File: config.mk
export PLATFORM = sky130hd
export DESIGN_NAME = pst_cell
export DESIGN_NICKNAME = d
export VERILOG_FILES = /design/src/rtl/pst_pkg.sv /design/src/rtl/pst_cell.sv
export SDC_FILE = /design/constraint.sdc
export NUM_CORES = 1
export LEC_CHECK = 0
export BUFFER_PORTS_ARGS = -buffer_cell sky130_fd_sc_hd__buf_2
export CAP_MARGIN = 30
export CORE_MARGIN = 8
export CORE_UTILIZATION = 40
export DETAILED_ROUTE_END_ITERATION = 12
export GPL_TIMING_DRIVEN = 0
export HOLD_SLACK_MARGIN = 0.02
export PLACE_DENSITY = 0.87
export SLEW_MARGIN = 10
export SYNTH_ARGS = -nofsm -noshare
export SYNTH_HDL_FRONTEND = slang
export SYNTH_SLANG_ARGS = --single-unit
File: constraint.sdc
create_clock -name aclk -period 5.3 [get_ports aclk]
set_input_delay 0.53 -clock aclk [delete_from_list [all_inputs] [get_ports aclk]]
set_output_delay 0.53 -clock aclk [all_outputs]
set_load 0.05 [all_outputs]
File: src/rtl/pst_pkg.sv
package pst_pkg;

    localparam int DEFAULT_CAPACITY = 64;

    localparam logic [1:0] KIND_INSERT = 2'd0;
    localparam logic [1:0] KIND_REMOVE = 2'd1;
    localparam logic [1:0] KIND_CHANGE = 2'd2;
    localparam logic [1:0] KIND_READ   = 2'd3;

    localparam logic [2:0] ST_OK          = 3'd0;
    localparam logic [2:0] ST_FULL        = 3'd1;
    localparam logic [2:0] ST_NOT_FOUND   = 3'd2;
    localparam logic [2:0] ST_ZERO_HANDLE = 3'd3;
    localparam logic [2:0] ST_RANGE       = 3'd4;

    typedef struct packed {
        logic [1:0]         kind;
        logic [31:0]        handle;
        logic signed [31:0] priority_req;
        logic [5:0]         index;
    } pst_in_t;

    typedef struct packed {
        logic [2:0]         status;
        logic [31:0]        entry_handle;
        logic signed [31:0] entry_priority;
        logic [6:0]         entry_count;
    } pst_out_t;

    typedef struct packed {
        logic               valid;
        logic [31:0]        handle;
        logic signed [31:0] prio;
    } pst_entry_t;

    typedef enum logic [1:0] {
        CELL_HOLD   = 2'd0,
        CELL_INSERT = 2'd1,
        CELL_REMOVE = 2'd2
    } pst_cell_cmd_t;

    typedef struct packed {
        pst_cell_cmd_t      cmd;
        logic               load;
        logic [31:0]        key_handle;
        logic signed [31:0] key_priority;
    } pst_cell_ctrl_t;

endpackage

File: src/rtl/pst_cell.sv
module pst_cell import pst_pkg::*; (
    input  logic           aclk,
    input  logic           aresetn,
    input  pst_cell_ctrl_t ctrl,
    input  pst_entry_t     left_entry,
    input  logic           left_ge,
    input  pst_entry_t     right_entry,
    input  logic           prior_in,
    output pst_entry_t     entry,
    output logic           ge,
    output logic           prior_out
);

    logic               valid_reg;
    logic               valid_next;
    logic [31:0]        handle_reg;
    logic [31:0]        handle_next;
    logic signed [31:0] prio_reg;
    logic signed [31:0] prio_next;
    logic               ge_reg;
    logic               hit_reg;

    // Flags are taken against the key while the table is still; the shift uses them next.
    always_ff @(posedge aclk) begin
        if (ctrl.load) begin
            ge_reg  <= valid_reg && !(prio_reg < ctrl.key_priority);
            hit_reg <= valid_reg && (handle_reg == ctrl.key_handle);
        end
    end

    always_comb begin
        valid_next  = valid_reg;
        handle_next = handle_reg;
        prio_next   = prio_reg;
        case (ctrl.cmd)
            CELL_INSERT: begin
                if (!ge_reg) begin
                    if (left_ge) begin
                        valid_next  = 1'b1;
                        handle_next = ctrl.key_handle;
                        prio_next   = ctrl.key_priority;
                    end else begin
                        valid_next  = left_entry.valid;
                        handle_next = left_entry.handle;
                        prio_next   = left_entry.prio;
                    end
                end
            end
            CELL_REMOVE: begin
                if (prior_in || hit_reg) begin
                    valid_next  = right_entry.valid;
                    handle_next = right_entry.handle;
                    prio_next   = right_entry.prio;
                end
            end
            default: begin
            end
        endcase
    end

    always_ff @(posedge aclk) begin
        if (!aresetn) begin
            valid_reg <= 1'b0;
        end else begin
            valid_reg <= valid_next;
        end
    end

    always_ff @(posedge aclk) begin
        handle_reg <= handle_next;
        prio_reg   <= prio_next;
    end

    assign entry     = '{valid: valid_reg, handle: handle_reg, prio: prio_reg};
    assign ge        = ge_reg;
    assign prior_out = prior_in | hit_reg;

endmodule

==> results of run 1 <==
[cell families after synthesis]
logic type | share of synthesized area
buffers and inverters | 0.05042
multiplexers | 0.1463
adder cells (fa/ha/maj) | 0.08587
AND/OR/NAND/NOR | 0.1017
AO/OA/AOI/OAI | 0.1125
XOR/XNOR | 0.06011
flip-flops | 0.4432
[where the power goes]
part,total [uW],internal (uW),switching (uW)
Combinational,474,167,307
Sequential,662,639,23.3
Clock,511,307,204
Total,1650,1110,535
[Yosys cell counts (all sizes together)]
| master | number | share of area |
|---|---|---|
| buf | 14 | 0.016 |
| nor2 | 4 | 0.0033 |
| inv | 34 | 0.028 |
| or2 | 1 | 0.0014 |
| nor4 | 7 | 0.0097 |
| a21o | 3 | 0.0050 |
| or4 | 1 | 0.0017 |
| nand2 | 75 | 0.062 |
| o211ai | 1 | 0.0028 |
| a21oi | 11 | 0.012 |
| a221oi | 2 | 0.0053 |
| nor2b | 2 | 0.0028 |
| edfxtp | 66 | 0.44 |
| o2bb2ai | 1 | 0.0019 |
| mux2i | 66 | 0.15 |
| nand4 | 5 | 0.0069 |
| o21a | 1 | 0.0017 |
| and2 | 1 | 0.0014 |
| a221o | 1 | 0.0022 |
| ha | 31 | 0.086 |
| xor2 | 28 | 0.054 |
| and4 | 2 | 0.0039 |
| o21ai | 72 | 0.080 |
| nand3 | 3 | 0.0033 |
| a22oi | 1 | 0.0017 |
| nand2b | 2 | 0.0028 |
| dfxtp | 1 | 0.0044 |
| nor3 | 2 | 0.0022 |
| xnor2 | 3 | 0.0058 |
| clkbuf | 8 | 0.0066 |
[per-layer routing]
layer  wire length (um)  up-vias
met5                  0        -
met4                238        0
met3               1703       17
met2               7964      211
met1               5719     1986
li1                   -     2169
[per-stage QoR]
step | TNS [ns] | total power [uW] | utilization | area, um^2 | worst slack [ns]
after floorplan | 0 | 966.7 | - | 4517 | 0.9930
after global placement | -4.613 | 1136 | 0.5375 | 6032 | -0.1578
after detailed placement | 0 | 1149 | 0.5420 | 6083 | 2.839
after CTS | 0 | 1668 | 0.5643 | 6334 | 3.094
after global routing | 0 | 1728 | 0.5643 | 6334 | 3.052
final | 0 | 1647 | 0.5643 | 6334 | 3.115
[final cells by class]
cell class	count	share of cell area
well taps	143	0.02825
clock inverters	5	0.003358
flip-flops and latches	67	0.3161
inverters	34	0.02015
plain buffers	22	0.01580
clock buffers	10	0.03615
multi-input cells	326	0.3629
repair buffers	269	0.2173
[worst paths after layout]
path / startpoint / end / slack (ns) / depth (start not counted)
hold / removal: aresetn / valid_reg$_SDFFE_PN0P_ / 0.42 / 2
setup reg to reg: prio_reg[13]$_DFFE_PP_ / ge$_DFFE_PP_ / 3.12 / 6
hold reg to reg: valid_reg$_SDFFE_PN0P_ / valid_reg$_SDFFE_PN0P_ / 0.61 / 2
setup / recovery: prio_reg[13]$_DFFE_PP_ / ge$_DFFE_PP_ / 3.12 / 6
[cells in the final DEF, fill, tap and decap left out, types with 2 or more instances in the layout]
| cell | netlist | layout |
|---|---|---|
| a21o_1 | 3 | 3 |
| clkinv_2 | 0 | 2 |
| buf_2 | 11 | 278 |
| nand2_1 | 75 | 75 |
| mux2i_1 | 66 | 66 |
| inv_1 | 34 | 34 |
| a21oi_1 | 11 | 11 |
| clkbuf_1 | 8 | 9 |
| nor2_1 | 4 | 4 |
| nor2b_1 | 2 | 2 |
| o21ai_0 | 71 | 70 |
| edfxtp_1 | 66 | 66 |
| clkbuf_16 | 0 | 9 |
| nor3_1 | 2 | 2 |
| xor2_1 | 28 | 28 |
| xnor2_1 | 3 | 3 |
| nand3_1 | 3 | 3 |
| ha_1 | 31 | 31 |
| nor4_1 | 7 | 7 |
| clkinv_1 | 0 | 3 |
| buf_1 | 2 | 2 |
| nand4_1 | 5 | 5 |
| nand2b_1 | 2 | 2 |
| and4_1 | 2 | 2 |
| buf_12 | 0 | 2 |
==> results by group, run 1 <==
Run status
  • Status: finished, final reports clean

Synthesis
  • Synthesized cell area: 4517 um^2
  • Avg Cell Area, Syn: 10.06 um^2
  • Seq/Total Area, Yosys: 0.4432
  • Mapped Nets: 681
  • #FFs+latches synth: 67
  • Synth Instances: 449
  • Distinct cells, synth: 34
  • Yosys warning total: 0

Timing
  • Final setup vio count: 0
  • Unrepaired setup endpoints after global routing: no
  • Period utilization: 0.4122
  • Final Max Tran Viols: 0
  • Final Skew: 0.005265 ns
  • Hold WS: 0.4234 ns
  • Fin. Hold Viols: 0
  • Fin crit period: 2.185 ns
  • Achievable frequency: 0.4578 GHz
  • Worst slew pin tran: 0.5908 ns
  • Slew HR: 0.6047

Setup path
  • Cell family with most CP delay: simple AND/OR/NAND/NOR gates
  • Worst setup SP type: register
  • CP Max Fanout: 3
  • CP Cell Sequence: ha_1, nand4_1, or4_1, o211ai_2, a21oi_1, mux2i_1
  • Worst path required time: 5.36 ns
  • Slowest CP cell: or4_1
  • Setup Crit Path Kind: register to register
  • WP data arrival: 2.25 ns
  • Slowest cell delay on critical path: 0.55 ns
  • Setup crit end kind: register
  • Crit path buf inv count: 0

Clocking
  • Clk slew on worst S/H paths: 0.05 ns
  • Htree depth: 3
  • # hold bufs at CTS: 0
  • Later-pin clock latency in the skew report: 0.32 ns
  • Cts bufs inserted: 9
  • Resized cells post-CTS: 0
  • Clock sink count: 67
  • TritonCTS clock tree: yes
  • Post-CTS Setup Bufs: 0
  • Clock root cell: clkbuf_16
  • Maximum root-to-sink buffer count: 2

Finish
  • Reg area: 2002 um^2
  • Area of the multi-input gates: 2298 um^2
  • Fill count: 1,023
  • Final net count: 961
  • Layout Cells excl Fill: 876
  • P&R area growth vs syn: 40.22%
  • Number of diodes: 0
  • Layout cells sized above 1: 0.4038

Route
  • Via density: 5.003
  • Drt drc: 0
  • Vias: 4,383
  • Post-DRT Antenna Nets: 0
  • Post-Route WL: 15,630 um
  • Avg WL per Cell: 17.84 um
  • Iteration-0 DRC Markers: 170
  • 1st-pass router iterations: 5

Global routing
  • Vias in the first global route: 4,826
  • Met1 Usage GRT: 0.2080
  • Top Usage Layer GRT: met2
  • Met2 Resource Use GR: 0.3707
  • Largest net degree at the start of global routing: 28
  • First-pass GRT wire length: 23,500 um
  • GRT Total Usage: 0.2027
  • Antenna violations before repair: 0
  • Grt met3 use: 0.08188
  • Gr ovfl total: 0

Power
  • Pwr per Cell Area: 260.1 nW/um^2
  • LEAKAGE: 0.003136 uW
  • VDD IR-drop max: 197.9 uV

Min path
  • Worst min path class: input port to register

Floorplan
  • Rows: 39
  • Core area: 11,220 um^2
  • Die width: 122.3 um
  • Die area: 14,950 um^2
  • Starting density of the core: 0.4025
  • Die Ht: 122.3 um
  • Ports: 268

Placement
  • IO Port Bufs: 267
  • Dpl cells: 861
  • Hpwl dp: 13,110 um
  • Final GP Congestion: 0.8373

Flow run
  • Max-cap viol count: 0
Power figures use the tool's default switching activity.
==> run 2, diff against run 1 <==
- clock period: 5.3 -> 1.9 ns (I/O delays scaled with it)
==> results by group, run 2 (synthesis gave the netlist of run 1 again) <==
Run status
  • Status: complete, but fails checks (was finished, final reports clean)
  • Failing checks: setup timing

Timing
  • Fin. Hold Viols: 0 (unchanged)
  • Final Skew: 0.006624 ns (was 0.005265 ns)
  • Fin crit period: 2.070 ns (was 2.185 ns)
  • Achievable frequency: 0.4832 GHz (was 0.4578 GHz)
  • Slew HR: 0.6133 (was 0.6047)
  • Period utilization: 1.089 (was 0.4122)
  • Final setup margin: -0.1697 ns (was 3.115 ns)
  • Final setup vio count: 1 (was 0)
  • Final Max Tran Viols: 0 (unchanged)
  • Worst slew pin tran: 0.5779 ns (was 0.5908 ns)
  • Unrepaired setup endpoints after global routing: yes (was no)

Global routing
  • GRT Total Usage: 0.2112 (was 0.2027)
  • Vias in the first global route: 4,858 (was 4,826)
  • Gr ovfl total: 0 (unchanged)
  • First-pass GRT wire length: 24,360 um (was 23,500 um)
  • Antenna violations before repair: 1 (was 0)
  • Largest net degree at the start of global routing: 28 (unchanged)

Route
  • Iteration-0 DRC Markers: 195 (was 170)
  • Post-Route WL: 16,480 um (was 15,630 um)
  • Post-DRT Antenna Nets: 0 (unchanged)
  • Via density: 5.071 (was 5.003)
  • Drt drc: 0 (unchanged)
  • Avg WL per Cell: 18.64 um (was 17.84 um)
  • 1st-pass router iterations: 4 (was 5)
  • Vias: 4,483 (was 4,383)

Finish
  • Final net count: 967 (was 961)
  • Fill count: 1,009 (was 1,023)
  • Cell area after layout: 6603 um^2 (was 6334 um^2)
  • P&R area growth vs syn: 46.18% (was 40.22%)
  • Most frequent cells in the layout: 278 x buf_2, 75 x nand2_1, 70 x o21ai_0 (unchanged)
  • Layout cells sized above 1: 0.4324 (was 0.4038)
  • Area of the multi-input gates: 2437 um^2 (was 2298 um^2)
  • Most common cell after layout, fill and taps aside: buf_2 (unchanged)
  • Reg area: 2002 um^2 (unchanged)
  • Post-layout util: 0.5883 (was 0.5643)

Floorplan
  • Ports: 268 (unchanged)
  • Die Ht: 122.3 um (unchanged)
  • Rows: 39 (unchanged)
  • Starting density of the core: 0.4025 (unchanged)
  • Core area: 11,220 um^2 (unchanged)
  • Die width: 122.3 um (unchanged)
  • Die area: 14,950 um^2 (unchanged)

Min path
  • Worst min path class: input port to register (unchanged)

Flow run
  • Max-cap viol count: 0 (unchanged)

Placement
  • IO Port Bufs: 267 (unchanged)
  • Cell Area, Placed: 6103 um^2 (was 6083 um^2)
  • Hpwl dp: 13,380 um (was 13,110 um)
  • Final GP Congestion: 0.8456 (was 0.8373)

Power
  • Pwr per Cell Area: 778.4 nW/um^2 (was 260.1 nW/um^2)
  • LEAKAGE: 0.003212 uW (was 0.003136 uW)
  • VDD IR-drop max: 478.5 uV (was 197.9 uV)

Clocking
  • Clk slew on worst S/H paths: 0.06 ns (was 0.05 ns)
  • Clock sink count: 67 (unchanged)
  • Clock root cell: clkbuf_16 (unchanged)
  • Cts bufs inserted: 9 (unchanged)
  • Later-pin clock latency in the skew report: 0.33 ns (was 0.32 ns)
  • Maximum root-to-sink buffer count: 2 (unchanged)
  • TritonCTS clock tree: yes (unchanged)
  • # hold bufs at CTS: 0 (unchanged)
  • Htree depth: 3 (unchanged)

Setup path
  • Setup crit end kind: register (unchanged)
  • Worst path required time: 2.07 ns (was 5.36 ns)
  • WP data arrival: 2.24 ns (was 2.25 ns)
  • Worst setup SP type: register (unchanged)
  • CP Max Fanout: 2 (was 3)
  • Setup Crit Path Kind: register to register (unchanged)
run 2: changes by cell type in the layout (fill, tap and decap cells not counted), moves of 3 or more:
| cell | before | now |
|---|---|---|
| buf_4 | 1 | 7 |
| nor4_2 | 0 | 4 |
| nor4_1 | 7 | 3 |
| bufinv_16 | 0 | 3 |
| ha_1 | 31 | 24 |
| ha_4 | 0 | 7 |
run 2: stage by stage:
| stage | std cells | total power [uW] | worst slack (ns) | hold slack, ns | TNS (ns) |
|---|---|---|---|---|---|
| 6_report | 884 | 5139 | -0.1697 | 0.08354 | -0.1697 |
| 5_1_grt | 884 | 5352 | -0.2753 | 0.08348 | -0.2753 |
| 4_1_cts | 881 | 5156 | -0.1858 | 0.07369 | -0.1858 |
| 3_5_place_dp | 861 | 3218 | -0.3508 | 0.4185 | -2.124 |
| 3_3_place_gp | 859 | 3173 | -0.7150 | 0.4075 | -42.67 |
| 2_1_floorplan | 449 | 2696 | -0.4939 | 0.3025 | -29.73 |
run 2: worst paths after layout:
kind	to	cells past startpoint	slack (ns)	from
hold reg to reg	valid_reg$_SDFFE_PN0P_	2	0.63	valid_reg$_SDFFE_PN0P_
setup / recovery	ge$_DFFE_PP_	7	-0.17	prio_reg[26]$_DFFE_PP_
setup reg to reg	ge$_DFFE_PP_	7	-0.17	prio_reg[26]$_DFFE_PP_
hold / removal	ge$_DFFE_PP_	1	0.08	ctrl[64]
run 2: metal layers:
layer  vias up  share of wire  global-route usage
li1       2182              -                   -
met2       220           0.50              0.3755
met1      2061           0.37              0.2266
met3        20           0.11             0.06348
met5         -              0                   0
met4         0          0.024             0.09749
run 2: critical path, stage by stage (launching register included):
cell	delay [ns]
edfxtp_1	0.39
ha_1	0.30
and2_4	0.14
a221o_1	0.32
a221oi_2	0.28
o21ai_1	0.12
a21oi_2	0.15
mux2i_1	0.21
run 2: timing repair:
action | 4_1_cts | 5_1_grt
endpoints found under the setup margin | 1 | 2
pin swaps | 11 | 5
buffers inserted | 4 | 2
resized for setup | 6 | 8
cloned | 0 | 0
run 2: final cells by class:
cell class,instances,area share
buffer,22,0.01516
clock inverter,6,0.01573
inverter,34,0.01933
clock buffer,10,0.03468
tap,143,0.02710
timing repair buffer,275,0.2153
antenna,1,0.0003790
multi-input combinational,326,0.3691
sequential,67,0.3032
run 2: report_power, final:
group,switching [uW],leakage (uW),internal [uW],total [uW]
Clock,629,0.000164,1270,1900
Sequential,70.6,0.000639,1780,1850
Combinational,884,0.00241,501,1390
Total,1580,0.00321,3560,5140
